**src/hw/rtl/cpu_idle_percent_smoother_unit_assert.svh**
```systemverilog
// assertion macros shared by the smoother rtl
`ifndef CPU_IDLE_PERCENT_SMOOTHER_UNIT_ASSERT_SVH
`define CPU_IDLE_PERCENT_SMOOTHER_UNIT_ASSERT_SVH
`ifndef SYNTHESIS
`define CIPS_ASSERT_IMP(lbl, ante, cons, msg) \
    lbl: assert property (@(posedge clk) disable iff (!rst_n) (ante) |-> (cons)) \
        else $error(msg);
`define CIPS_ASSERT_NXT(lbl, ante, cons, msg) \
    lbl: assert property (@(posedge clk) disable iff (!rst_n) (ante) |=> (cons)) \
        else $error(msg);
`else
`define CIPS_ASSERT_IMP(lbl, ante, cons, msg)
`define CIPS_ASSERT_NXT(lbl, ante, cons, msg)
`endif
`endif

```
**src/hw/rtl/cips_pkg.sv**
```systemverilog
// types, constants and microcode program of the cpu idle percent smoother
package cips_pkg;

    localparam int NUM_CNT       = 8;
    localparam int CNT_IDX_W     = $clog2(NUM_CNT);
    localparam int TICK_W        = 64;
    localparam int IDLE_IDX      = 3;
    localparam int CFG_W         = 7;
    localparam int DEFAULT_DEPTH = 30;
    localparam int MAX_DEPTH     = 64;
    localparam int PCT_W         = 7;
    localparam int FULL_PCT      = 100;
    localparam int AVG_W         = 15;
    localparam int FULL_Q8       = 25600;
    localparam int Q8_SHIFT      = 8;
    localparam int POS_W         = (MAX_DEPTH > 1) ? $clog2(MAX_DEPTH) : 1;
    localparam int SUM_W         = $clog2(MAX_DEPTH * FULL_PCT + 1);
    localparam int AVG_Q_W       = SUM_W + Q8_SHIFT;
    localparam int NUM_W         = TICK_W + PCT_W;
    localparam int DIV_W         = (NUM_W > CFG_W + AVG_Q_W) ? NUM_W : CFG_W + AVG_Q_W;
    localparam int LOOP_W        = CFG_W;
    localparam int PC_W          = 5;
    localparam int IN_W          = NUM_CNT * TICK_W;
    localparam int OUT_W         = 16;

    typedef logic [PC_W-1:0] pc_t;

    typedef enum logic [3:0] {
        OP_NOP,
        OP_CAPTURE,
        OP_ACC,
        OP_TOTAL,
        OP_NUM_A,
        OP_NUM_B,
        OP_NUM_C,
        OP_NUM_D,
        OP_DIV,
        OP_RING,
        OP_RD_START,
        OP_SUM,
        OP_AVG_INIT,
        OP_EMIT_AVG,
        OP_PRIME,
        OP_REPEAT
    } op_t;

    typedef enum logic [2:0] {
        C_ALWAYS,
        C_IN_FIRE,
        C_UNPRIMED,
        C_LOOP_NZ,
        C_TOTAL_ZERO,
        C_OUT_FREE
    } cond_t;

    typedef struct packed {
        op_t   op;
        cond_t cond;
        pc_t   tgt_t;
        pc_t   tgt_f;
    } ctrl_t;

    typedef struct packed {
        logic in_fire;
        logic primed;
        logic total_zero;
        logic loop_nz;
        logic out_free;
    } status_t;

    localparam pc_t P_WAIT      = 5'd0;
    localparam pc_t P_CHECK     = 5'd1;
    localparam pc_t P_ACC       = 5'd2;
    localparam pc_t P_TOTAL     = 5'd3;
    localparam pc_t P_ZERO      = 5'd4;
    localparam pc_t P_NUM_A     = 5'd5;
    localparam pc_t P_NUM_B     = 5'd6;
    localparam pc_t P_NUM_C     = 5'd7;
    localparam pc_t P_NUM_D     = 5'd8;
    localparam pc_t P_PCT_DIV   = 5'd9;
    localparam pc_t P_RING      = 5'd10;
    localparam pc_t P_RD_START  = 5'd11;
    localparam pc_t P_SUM       = 5'd12;
    localparam pc_t P_AVG_INIT  = 5'd13;
    localparam pc_t P_AVG_DIV   = 5'd14;
    localparam pc_t P_EMIT_AVG  = 5'd15;
    localparam pc_t P_PRIME     = 5'd16;
    localparam pc_t P_REPEAT    = 5'd17;

    function automatic ctrl_t cw(input op_t op, input cond_t cond, input pc_t t, input pc_t f);
        ctrl_t w;
        w.op    = op;
        w.cond  = cond;
        w.tgt_t = t;
        w.tgt_f = f;
        return w;
    endfunction

    function automatic ctrl_t rom(input pc_t pc);
        ctrl_t w;
        unique case (pc)
            P_WAIT:     w = cw(OP_CAPTURE,  C_IN_FIRE,    P_CHECK,    P_WAIT);
            P_CHECK:    w = cw(OP_NOP,      C_UNPRIMED,   P_PRIME,    P_ACC);
            P_ACC:      w = cw(OP_ACC,      C_LOOP_NZ,    P_ACC,      P_TOTAL);
            P_TOTAL:    w = cw(OP_TOTAL,    C_ALWAYS,     P_ZERO,     P_ZERO);
            P_ZERO:     w = cw(OP_NOP,      C_TOTAL_ZERO, P_REPEAT,   P_NUM_A);
            P_NUM_A:    w = cw(OP_NUM_A,    C_ALWAYS,     P_NUM_B,    P_NUM_B);
            P_NUM_B:    w = cw(OP_NUM_B,    C_ALWAYS,     P_NUM_C,    P_NUM_C);
            P_NUM_C:    w = cw(OP_NUM_C,    C_ALWAYS,     P_NUM_D,    P_NUM_D);
            P_NUM_D:    w = cw(OP_NUM_D,    C_ALWAYS,     P_PCT_DIV,  P_PCT_DIV);
            P_PCT_DIV:  w = cw(OP_DIV,      C_LOOP_NZ,    P_PCT_DIV,  P_RING);
            P_RING:     w = cw(OP_RING,     C_ALWAYS,     P_RD_START, P_RD_START);
            P_RD_START: w = cw(OP_RD_START, C_ALWAYS,     P_SUM,      P_SUM);
            P_SUM:      w = cw(OP_SUM,      C_LOOP_NZ,    P_SUM,      P_AVG_INIT);
            P_AVG_INIT: w = cw(OP_AVG_INIT, C_ALWAYS,     P_AVG_DIV,  P_AVG_DIV);
            P_AVG_DIV:  w = cw(OP_DIV,      C_LOOP_NZ,    P_AVG_DIV,  P_EMIT_AVG);
            P_EMIT_AVG: w = cw(OP_EMIT_AVG, C_OUT_FREE,   P_WAIT,     P_EMIT_AVG);
            P_PRIME:    w = cw(OP_PRIME,    C_OUT_FREE,   P_WAIT,     P_PRIME);
            P_REPEAT:   w = cw(OP_REPEAT,   C_OUT_FREE,   P_WAIT,     P_REPEAT);
            default:    w = cw(OP_NOP,      C_ALWAYS,     P_WAIT,     P_WAIT);
        endcase
        return w;
    endfunction

endpackage

```
**src/hw/rtl/cips_ram.sv**
```systemverilog
// generic single write port ram with registered read
module cips_ram #(
    parameter int WIDTH = 8,
    parameter int DEPTH = 64
) (
    input  logic                     clk,
    input  logic                     we,
    input  logic [$clog2(DEPTH)-1:0] waddr,
    input  logic [WIDTH-1:0]         wdata,
    input  logic [$clog2(DEPTH)-1:0] raddr,
    output logic [WIDTH-1:0]         rdata
);

    logic [WIDTH-1:0] mem_reg [DEPTH];
    logic [WIDTH-1:0] rdata_reg;

    always_ff @(posedge clk)
    begin
        if (we)
        begin
            mem_reg[waddr] <= wdata;
        end
        rdata_reg <= mem_reg[raddr];
    end

    assign rdata = rdata_reg;

endmodule

```
**src/hw/rtl/cips_seq.sv**
```systemverilog
// microcode sequencer: step counter, control rom and branch logic
module cips_seq (
    input  logic               clk,
    input  logic               rst_n,
    input  cips_pkg::status_t  status,
    output cips_pkg::ctrl_t    ctrl
);

    cips_pkg::pc_t pc_reg;
    cips_pkg::pc_t pc_next;
    logic          take;

    assign ctrl = cips_pkg::rom(pc_reg);

    always_comb
    begin
        unique case (ctrl.cond)
            cips_pkg::C_ALWAYS:     take = 1'b1;
            cips_pkg::C_IN_FIRE:    take = status.in_fire;
            cips_pkg::C_UNPRIMED:   take = !status.primed;
            cips_pkg::C_LOOP_NZ:    take = status.loop_nz;
            cips_pkg::C_TOTAL_ZERO: take = status.total_zero;
            cips_pkg::C_OUT_FREE:   take = status.out_free;
            default:                take = 1'b1;
        endcase
        pc_next = take ? ctrl.tgt_t : ctrl.tgt_f;
    end

    always_ff @(posedge clk or negedge rst_n)
    begin
        if (!rst_n)
        begin
            pc_reg <= cips_pkg::P_WAIT;
        end
        else
        begin
            pc_reg <= pc_next;
        end
    end

endmodule

```
**src/hw/rtl/cpu_idle_percent_smoother_unit.sv**
```systemverilog
// cpu idle percent smoother: microcoded datapath around a ring of idle percentages
// the first item primes, a zero-total item repeats the last average, others run the full
// program to the result register; one item in flight, the next taken in the cycle after that
// time is set by the 8-step counter sum, a shared shift-subtract divider (7 and 21
// steps) and a depth-long ring sum through the single ram read port
// reset: ring reads as 100 through per-entry valid bits, no clearing pass, depth 30
module cpu_idle_percent_smoother_unit (
    input  logic                          clk,
    input  logic                          rst_n,
    // user, nice, system, idle, iowait, irq, softirq, steal ticks (64 bits each)
    input  logic [cips_pkg::IN_W-1:0]     s_axis_tdata,
    input  logic                          s_axis_tvalid,
    output logic                          s_axis_tready,
    // idle_pct_q8 [14:0], zero [15]
    output logic [cips_pkg::OUT_W-1:0]    m_axis_tdata,
    // sampled [0]
    output logic [0:0]                    m_axis_tuser,
    output logic                          m_axis_tvalid,
    input  logic                          m_axis_tready,
    input  logic [cips_pkg::CFG_W-1:0]    cfg_data,
    input  logic                          cfg_valid,
    output logic                          cfg_ready
);

`include "cpu_idle_percent_smoother_unit_assert.svh"

    localparam int TW = cips_pkg::TICK_W;
    localparam int DW = cips_pkg::DIV_W;
    localparam int QW = cips_pkg::AVG_Q_W;
    localparam int PW = cips_pkg::PCT_W;
    localparam int LW = cips_pkg::LOOP_W;
    localparam int SW = cips_pkg::SUM_W;
    localparam int AW = cips_pkg::AVG_W;
    localparam int RW = cips_pkg::POS_W;
    localparam int CW = cips_pkg::CFG_W;
    localparam int NC = cips_pkg::NUM_CNT;

    cips_pkg::ctrl_t   ctrl;
    cips_pkg::status_t status;

    logic [TW-1:0]          in_reg [NC];
    logic [TW-1:0]          in_next [NC];
    logic [TW-1:0]          prev_reg [NC];
    logic [TW-1:0]          prev_next [NC];
    logic [TW-1:0]          acc_in_reg, acc_in_next;
    logic [TW-1:0]          acc_prev_reg, acc_prev_next;
    logic [TW-1:0]          total_reg, total_next;
    logic [TW-1:0]          idle_reg, idle_next;
    logic [DW-1:0]          rem_reg, rem_next;
    logic [DW-1:0]          dv_reg, dv_next;
    logic [QW-1:0]          q_reg, q_next;
    logic [SW-1:0]          sum_reg, sum_next;
    logic [RW-1:0]          ra_reg, ra_next;
    logic                   rd_valid_reg, rd_valid_next;

    logic [LW-1:0]          loop_reg, loop_next;
    logic                   primed_reg, primed_next;
    logic [RW-1:0]          pos_reg, pos_next;
    logic [cips_pkg::MAX_DEPTH-1:0] valid_reg, valid_next;
    logic [AW-1:0]          last_avg_reg, last_avg_next;
    logic [CW-1:0]          cfg_reg, cfg_next;
    logic                   out_valid_reg, out_valid_next;
    logic [AW-1:0]          out_data_reg, out_data_next;
    logic                   out_sampled_reg, out_sampled_next;

    logic [CW-1:0]          d_raw;
    logic [CW-1:0]          d_eff;
    logic [RW:0]            pos_plus;
    logic [RW-1:0]          pos_new;
    logic [DW:0]            diff;
    logic                   ge;
    logic [PW-1:0]          pct_clamp;
    logic [PW-1:0]          ram_rdata;
    logic [PW-1:0]          rd_pct;
    logic                   ram_we;
    logic                   in_fire;
    logic                   out_free;

    cips_seq u_seq (
        .clk    (clk),
        .rst_n  (rst_n),
        .status (status),
        .ctrl   (ctrl)
    );

    cips_ram #(
        .WIDTH (PW),
        .DEPTH (cips_pkg::MAX_DEPTH)
    ) u_ring (
        .clk   (clk),
        .we    (ram_we),
        .waddr (pos_new),
        .wdata (pct_clamp),
        .raddr (ra_reg),
        .rdata (ram_rdata)
    );

    assign s_axis_tready = (ctrl.op == cips_pkg::OP_CAPTURE);
    assign in_fire       = s_axis_tvalid && s_axis_tready;
    assign out_free      = !out_valid_reg || m_axis_tready;
    // depth only changes while no item is in flight
    assign cfg_ready     = (ctrl.op == cips_pkg::OP_CAPTURE);

    assign status.in_fire    = in_fire;
    assign status.primed     = primed_reg;
    assign status.total_zero = (total_reg == '0);
    assign status.loop_nz    = (loop_reg != '0);
    assign status.out_free   = out_free;

    assign m_axis_tvalid = out_valid_reg;
    assign m_axis_tdata  = {1'b0, out_data_reg};
    assign m_axis_tuser  = out_sampled_reg;

    // effective depth: zero means default, saturate at ring size
    assign d_raw = (cfg_reg == '0) ? CW'(cips_pkg::DEFAULT_DEPTH) : cfg_reg;
    assign d_eff = (32'(d_raw) > cips_pkg::MAX_DEPTH) ? CW'(cips_pkg::MAX_DEPTH) : d_raw;

    assign pos_plus = {1'b0, pos_reg} + (RW+1)'(1);
    assign pos_new  = (32'(pos_plus) >= 32'(d_eff)) ? '0 : pos_plus[RW-1:0];

    assign diff = {1'b0, rem_reg} - {1'b0, dv_reg};
    assign ge   = !diff[DW];

    assign pct_clamp = (q_reg[PW-1:0] > PW'(cips_pkg::FULL_PCT)) ?
                       PW'(cips_pkg::FULL_PCT) : q_reg[PW-1:0];
    assign rd_pct    = rd_valid_reg ? ram_rdata : PW'(cips_pkg::FULL_PCT);
    assign ram_we    = (ctrl.op == cips_pkg::OP_RING);

    always_comb
    begin
        in_next          = in_reg;
        prev_next        = prev_reg;
        acc_in_next      = acc_in_reg;
        acc_prev_next    = acc_prev_reg;
        total_next       = total_reg;
        idle_next        = idle_reg;
        rem_next         = rem_reg;
        dv_next          = dv_reg;
        q_next           = q_reg;
        sum_next         = sum_reg;
        ra_next          = ra_reg;
        rd_valid_next    = valid_reg[ra_reg];
        loop_next        = loop_reg;
        primed_next      = primed_reg;
        pos_next         = pos_reg;
        valid_next       = valid_reg;
        last_avg_next    = last_avg_reg;
        cfg_next         = (cfg_valid && cfg_ready) ? cfg_data : cfg_reg;
        out_valid_next   = m_axis_tready ? 1'b0 : out_valid_reg;
        out_data_next    = out_data_reg;
        out_sampled_next = out_sampled_reg;

        unique case (ctrl.op)
            cips_pkg::OP_NOP:
            begin
            end
            cips_pkg::OP_CAPTURE:
            begin
                if (in_fire)
                begin
                    for (int k = 0; k < NC; k++)
                    begin
                        in_next[k] = s_axis_tdata[k*TW +: TW];
                    end
                    acc_in_next   = '0;
                    acc_prev_next = '0;
                    loop_next     = LW'(NC - 1);
                end
            end
            cips_pkg::OP_ACC:
            begin
                acc_in_next   = acc_in_reg + in_reg[loop_reg[cips_pkg::CNT_IDX_W-1:0]];
                acc_prev_next = acc_prev_reg + prev_reg[loop_reg[cips_pkg::CNT_IDX_W-1:0]];
                loop_next     = loop_reg - LW'(1);
            end
            cips_pkg::OP_TOTAL:
            begin
                total_next = acc_in_reg - acc_prev_reg;
                idle_next  = in_reg[cips_pkg::IDLE_IDX] - prev_reg[cips_pkg::IDLE_IDX];
            end
            // 100 * idle as 64 + 32 + 4 times idle
            cips_pkg::OP_NUM_A:
            begin
                rem_next = DW'(idle_reg) << 6;
            end
            cips_pkg::OP_NUM_B:
            begin
                rem_next = rem_reg + (DW'(idle_reg) << 5);
            end
            cips_pkg::OP_NUM_C:
            begin
                rem_next = rem_reg + (DW'(idle_reg) << 2);
            end
            cips_pkg::OP_NUM_D:
            begin
                rem_next  = rem_reg + DW'(total_reg >> 1);
                dv_next   = DW'(total_reg) << (PW - 1);
                q_next    = '0;
                loop_next = LW'(PW - 1);
            end
            cips_pkg::OP_DIV:
            begin
                if (ge)
                begin
                    rem_next = diff[DW-1:0];
                end
                q_next    = {q_reg[QW-2:0], ge};
                dv_next   = dv_reg >> 1;
                loop_next = loop_reg - LW'(1);
            end
            cips_pkg::OP_RING:
            begin
                pos_next            = pos_new;
                valid_next[pos_new] = 1'b1;
                prev_next           = in_reg;
                sum_next            = '0;
                ra_next             = '0;
                loop_next           = LW'(d_eff) - LW'(1);
            end
            cips_pkg::OP_RD_START:
            begin
                ra_next = ra_reg + RW'(1);
            end
            cips_pkg::OP_SUM:
            begin
                sum_next  = sum_reg + SW'(rd_pct);
                ra_next   = ra_reg + RW'(1);
                loop_next = loop_reg - LW'(1);
            end
            cips_pkg::OP_AVG_INIT:
            begin
                rem_next  = DW'({sum_reg, {cips_pkg::Q8_SHIFT{1'b0}}});
                dv_next   = DW'(d_eff) << (QW - 1);
                q_next    = '0;
                loop_next = LW'(QW - 1);
            end
            cips_pkg::OP_EMIT_AVG:
            begin
                if (out_free)
                begin
                    last_avg_next    = q_reg[AW-1:0];
                    out_valid_next   = 1'b1;
                    out_data_next    = q_reg[AW-1:0];
                    out_sampled_next = 1'b1;
                end
            end
            cips_pkg::OP_PRIME:
            begin
                if (out_free)
                begin
                    prev_next        = in_reg;
                    primed_next      = 1'b1;
                    last_avg_next    = AW'(cips_pkg::FULL_Q8);
                    out_valid_next   = 1'b1;
                    out_data_next    = AW'(cips_pkg::FULL_Q8);
                    out_sampled_next = 1'b0;
                end
            end
            cips_pkg::OP_REPEAT:
            begin
                if (out_free)
                begin
                    out_valid_next   = 1'b1;
                    out_data_next    = last_avg_reg;
                    out_sampled_next = 1'b0;
                end
            end
            default:
            begin
            end
        endcase
    end

    always_ff @(posedge clk or negedge rst_n)
    begin
        if (!rst_n)
        begin
            loop_reg      <= '0;
            primed_reg    <= 1'b0;
            pos_reg       <= '0;
            valid_reg     <= '0;
            last_avg_reg  <= AW'(cips_pkg::FULL_Q8);
            cfg_reg       <= CW'(cips_pkg::DEFAULT_DEPTH);
            out_valid_reg <= 1'b0;
        end
        else
        begin
            loop_reg      <= loop_next;
            primed_reg    <= primed_next;
            pos_reg       <= pos_next;
            valid_reg     <= valid_next;
            last_avg_reg  <= last_avg_next;
            cfg_reg       <= cfg_next;
            out_valid_reg <= out_valid_next;
        end
    end

    always_ff @(posedge clk)
    begin
        in_reg          <= in_next;
        prev_reg        <= prev_next;
        acc_in_reg      <= acc_in_next;
        acc_prev_reg    <= acc_prev_next;
        total_reg       <= total_next;
        idle_reg        <= idle_next;
        rem_reg         <= rem_next;
        dv_reg          <= dv_next;
        q_reg           <= q_next;
        sum_reg         <= sum_next;
        ra_reg          <= ra_next;
        rd_valid_reg    <= rd_valid_next;
        out_data_reg    <= out_data_next;
        out_sampled_reg <= out_sampled_next;
    end

    `CIPS_ASSERT_NXT(a_one_item_in_flight, s_axis_tvalid && s_axis_tready,
        !s_axis_tready, "item accepted while one is in flight")
    `CIPS_ASSERT_IMP(a_avg_in_range, m_axis_tvalid && m_axis_tuser[0],
        m_axis_tdata[AW-1:0] <= AW'(cips_pkg::FULL_Q8), "average above full scale")
    `CIPS_ASSERT_NXT(a_pos_below_depth, ctrl.op == cips_pkg::OP_RING,
        32'(pos_reg) < 32'(d_eff), "ring position beyond depth")
    `CIPS_ASSERT_IMP(a_prime_only_once, $rose(primed_reg),
        $past(ctrl.op == cips_pkg::OP_PRIME), "primed set outside prime step")

endmodule

```
**config.mk**
```make
export PLATFORM = sky130hd
export DESIGN_NAME = cpu_idle_percent_smoother_unit
export DESIGN_NICKNAME = d
export VERILOG_FILES = /design/src/hw/rtl/cips_pkg.sv /design/src/hw/rtl/cips_ram.sv /design/src/hw/rtl/cips_seq.sv /design/src/hw/rtl/cpu_idle_percent_smoother_unit.sv
export VERILOG_INCLUDE_DIRS = /design/src /design/src/hw/rtl
export SDC_FILE = /design/constraint.sdc
export NUM_CORES = 2
export LEC_CHECK = 0
export BUFFER_PORTS_ARGS = -buffer_cell sky130_fd_sc_hd__buf_2
export CORE_MARGIN = 4
export CORE_UTILIZATION = 65
export CTS_BUF_LIST = sky130_fd_sc_hd__clkbuf_2 sky130_fd_sc_hd__clkbuf_4 sky130_fd_sc_hd__clkbuf_8
export CTS_CLUSTER_DIAMETER = 30
export CTS_CLUSTER_SIZE = 14
export DETAILED_ROUTE_END_ITERATION = 8
export PLACE_DENSITY = 0.84
export SLEW_MARGIN = 20
export SYNTH_ARGS = -nofsm -noshare
export SYNTH_HDL_FRONTEND = slang
export SYNTH_HIERARCHICAL = 1
export SYNTH_SLANG_ARGS = --single-unit
```
**constraint.sdc**
```tcl
create_clock -name clk -period 106.1 [get_ports clk]
set_input_delay 5.305 -clock clk [delete_from_list [all_inputs] [get_ports clk]]
set_output_delay 5.305 -clock clk [all_outputs]
set_load 0.01 [all_outputs]
```
; Word-level counts from Yosys, hierarchy flattened
; Memories as Yosys holds them, arrays and structs flattened. A register that Yosys moved wholly into a read port is not among the register bits.
; Index checks and enable logic that the tools add are counted.
[op_classes]
n_addsub = 13
order_cmp = 7
n_eq_ne = 26
mux = 43
bitwise_logic = 2
reduce_logical = 35
[op_table]
columns = op, count
row1 = $pmux W512 S2, 1
row2 = $mux W512, 1
row3 = $pmux W71 S6, 1
row4 = $bmux W64 S3, 2
row5 = $mux W64, 5
row6 = $pmux W64 S2, 2
row7 = $pmux W71 S3, 1
row8 = $add A64 B64 Y64, 2
row9 = $sub A64 B64 Y64, 2
row10 = $sub A71 B71 Y72, 1
row11 = $add A71 B63 Y71, 1
row12 = $add A71 B66 Y71, 1
row13 = $add A71 B69 Y71, 1
row14 = $mux W71, 1
row15 = $logic_not A64 Y1, 1
row16 = $or A64 B64 Y64, 1
row17 = $pmux W15 S2, 2
row18 = $mux W15, 3
row19 = $pmux W15 S3, 1
row20 = $mux W7, 5
row21 = $pmux W7 S5, 1
row22 = $eq A4 B4 Y1 const B, 8
row23 = $pmux W13 S2, 1
row24 = $eq A4 B3 Y1 const B, 4
row25 = 39 further kinds, 77
[word_totals]
regBits = 1579
ramBits = 448
mem_bits_ro = 544
in_bits = 524
out_inout_bits = 20
wordCells = 164
mem_count = 2
[mem_list]
columns = memory, words, width, read_ports, rd_clocked_by_memory_dff, wr, line
row1 = (name not given), 32, 17, 1, 0, 0, cips_pkg.sv:101  ; unique case (pc)
row2 = u_ring.mem_reg, 64, 7, 1, 1, 1, cips_ram.sv:14  ; logic [WIDTH-1:0] mem_reg [DEPTH];

; Logic depth before layout (Yosys ltp)
[depth]
ltp_word = 11
mapped_depth = 20
depth_no_buf = 18

; Cells and area by module
; The synthesis kept the hierarchy.
[modules_own_cells]
columns = mod, n_inst, cells_each, area_per_inst_um2, seq_area_each_um2
row1 = cpu_idle_percent_smoother_unit, 1, 7820, 91393.9, 46728.6
row2 = cips_ram, 1, 827, 17635.7, 13593.0
row3 = cips_seq, 1, 99, 833.3, 125.1

; Worst setup path after synthesis
; OpenSTA, ideal clock, no wires.
[synth_path]
path_kind = input port to flip-flop
start = in m_axis_tready
end = reg prev_reg[0] in the netlist's numbering, enable pin
setup_ns = 2.099
arrival_time_ns = 40.935
required_time_ns = 104.001
slack_ns = 63.066
stages = 2
n_path_buf = 0
path_cell_list = nor2b_1 o21ai_0
[synth_between]
elab_chain_len = 3
[synth_lines]
columns = element, line
row1 = from (decl), cpu_idle_percent_smoother_unit.sv:19  ; input logic m_axis_tready,
row2 = $logic_or A1 B1 Y1, cpu_idle_percent_smoother_unit.sv:100  ; assign out_free = !out_valid_reg || m_axis_tready;
row3 = $ne A2 B2 Y1 (no line), --
row4 = $reduce_and A2 Y1 (no line), --
row5 = to (signal assigned), cpu_idle_percent_smoother_unit.sv:301  ; prev_reg <= prev_next;
row6 = to (decl), cpu_idle_percent_smoother_unit.sv:43  ; logic [TW-1:0] prev_reg [NC];
; No other way between the ends.
; A chain may end at the register's enable or synchronous reset.

==> reports/results.ini <==
[timing]
fin_skew_ps = 96.2
worst_pin_slew_ps = 1220
relSlewSlack = 0.187
grt_setup_unrepaired = false
max_freq_ghz = 0.102
period_needed_ps = 9800
fin_tns_setup_ps = 0
maxSlewViolCount = 0
hold_viol = 0
setup_viol_count_final = 0
period_share = 0.0924

[route]
drc_errors = 1
ant_nets = 0
wirelength_met1_mm = 121
dr_wl_met2_mm = 150
via_count = 81000
post_drt_wl_per_cell_um = 27.3
drt_iter0_drc = 11600
wl_met3_mm = 36.9
wirelength_mm = 325
first_pass_iters = 9
top_layer = met5
routed_via_density = 6.82

[global_routing]
grt_pass1_vias = 79200
grt_start_max_net_pins = 187
grt_pass1_wl_mm = 484
grt_overflow_total = 0
grt_usage = 0.365
antenna_found_initial = 11

[logic_synthesis]
synth_compound_area_frac = 0.136
ys_warn_count = 6
netlist_top_cells_area = edfxtp_1, mux4_2, ha_1
ys_seq_area_frac = 0.550
ys_types = 118
synth_top_area_frac = 0.525
yosys.area_share.simple = 0.0876
synth.avg_cell_area_um2 = 12.6
yosys_register_bits = 2033
synth_edf_count = 1919
synth_xor_xnor_area_share = 0.0386
syn_nets = 9816
ys_async_sr_fraction = 0.0521
synth_area_um2 = 110000
synth_top_area_cell = edfxtp_1
synthFlopType = edfxtp_1
netlist_instances = 8746
synthMuxAreaShare = 0.0970
synth_fa_ha_area_frac = 0.0628
synth_top_family_by_area = compound AO/OA/AOI/OAI gates

[cts]
clockRootBuffer = clkbuf_8
ctsHoldBuffers = 0
tritoncts = done
clk_pin_slew_worst_paths_ps = 60
clock_latency_ps = 1120
cts_made_buffers = 392
h-tree-depth = 5
cts_setup_buffers = 0
ctsResizeCount = 0
cts_buffer_depth = 4
cts.sinks = 2033

[placed_design]
hpwl_mm = 232
io_buffers = 542
gp_congestion = 1.04

[setup_path]
critPathTopFamily = simple AND/OR/NAND/NOR gates
start_kind = flop
max_stage_delay_ps = 830
path_class = reg -> out
cp_data_arrival_time_ps = 4490
crit_slowest_cell = o2bb2ai_1
crit_path_frequent_cell = nor2_1
required_ps = 100790
critical_path_buf_inv_count = 2
worstPathMaxFanout = 12
path_cells = inv_1, ha_1, nor2_1, a21oi_1, nor2_1, a31oi_1, o2bb2ai_1, nand2b_1, nor3_1, buf_2
critPathLaunch = u_seq/pc_reg[0]
r2r_start = loop_reg[0]
cp-end-kind = primary output

[die]
die_x_um = 419
die_h_um = 419
placeableCoreArea_um2 = 168000
ios = 544
start_util = 0.656
row_count = 150
die_area_um2 = 176000

[finish]
final_cell_mix = edfxtp_1, a21oi_1, nor2_1
num-fill-cells = 10500
multi_input_area_um2 = 46500
drive_gt1_frac = 0.200
nNetsFinal = 10400
register_area_um2 = 60500
mostFrequentLayoutCell = edfxtp_1
area_growth_pct = 12.0

[worst_hold_path]
min_path_type = reg -> reg
holdCritStartpoint = in_reg[378]

[run_status]
violations = design-rule violations
status = complete, but fails checks

[flow_run]
drv_cap = 0

[worst register-to-register path, cell delays in order, from the launching register on]
cell and delay [ps]:
dfrtp_4 880, buf_4 880, buf_4 730, buf_4 850, mux4_2 680, mux2_2 310
ha_1 380, nand2_1 140, nor2_1 170, nand2_1 100, nor4_1 730, a21oi_1 270
o21ai_0 610, a21o_1 230, o21ai_0 200, o41ai_1 540, xnor2_1 190, nor2_1 50
[cell usage after synthesis, drive strengths merged, types with 18 or more instances]
| library cell | instances |
|---|---|
| o31ai | 51 |
| a31oi | 95 |
| o211ai | 36 |
| mux4 | 389 |
| a21oi | 653 |
| edfxtp | 1919 |
| dfrtp | 99 |
| o221ai | 24 |
| a221o | 19 |
| o22ai | 46 |
| nor2 | 639 |
| nand3 | 152 |
| buf | 73 |
| a21boi | 18 |
| or3 | 31 |
| xnor2 | 301 |
| o21a | 72 |
| o21bai | 116 |
| nand2 | 583 |
| mux2 | 139 |
| a31o | 21 |
| a221oi | 52 |
| nand2b | 54 |
| and3 | 80 |
| or2 | 18 |
| nand4 | 139 |
| clkbuf | 330 |
| o21ai | 467 |
| xor2 | 183 |
| nor3 | 124 |
| a22oi | 26 |
| a211oi | 48 |
| ha | 537 |
| a21o | 382 |
| nor4 | 37 |
| mux2i | 31 |
| and2 | 44 |
| nor2b | 79 |
| inv | 364 |
[kinds of logic after synthesis]
| group | count (synthesis) |
|---|---|
| compound gates | 2303 |
| flops | 2033 |
| fa+ha+maj | 546 |
| simple gates | 2053 |
| xor+xnor | 484 |
| other cells | 1 |
| mux | 559 |
| buf+inv | 767 |
[path summary, 6_finish.rpt]
kind	to	slack, ps	depth (start not counted)
hold / removal	prev_reg[378]	420	0
min in group asynchronous	cfg_reg[6]	4330	1
setup / recovery	cfg_ready	96300	10
setup reg to reg	acc_prev_reg[57]	97920	17
hold reg to reg	prev_reg[378]	420	0
max in group asynchronous	loop_reg[2]	100590	2
[through the flow]
step	hold slack (ps)	instance area [um2]	cells	util	setup WS, ps
floorplan	421	110000	8746	-	63070
global placement	421	114000	11200	0.683	96330
detailed placement	429	114000	11200	0.683	96110
CTS	432	123000	11900	0.734	96280
global route	437	123000	11900	0.734	95960
finish	423	123000	11900	0.734	96300
[routing by layer]
layer / up-vias / GRT usage
met3: 1000 / 0.0776
met5: - / 0
met1: 39500 / 0.494
li1: 35100 / -
met4: 10 / 0.167
met2: 5419 / 0.572
[area by class of cell]
cell class / count / area share
Antenna cell: 6 / 0.000122
Clock buffer: 431 / 0.0466
Clock inverter: 272 / 0.0234
Inverter: 364 / 0.0112
Multi-Input combinational cell: 5946 / 0.378
Sequential cell: 2033 / 0.491
Tap cell: 2204 / 0.0224
Timing Repair Buffer: 622 / 0.0271
Power is left out: the tool's default activity adds up to more than one toggle a clock period on the data nets, which glitch-free logic cannot reach.
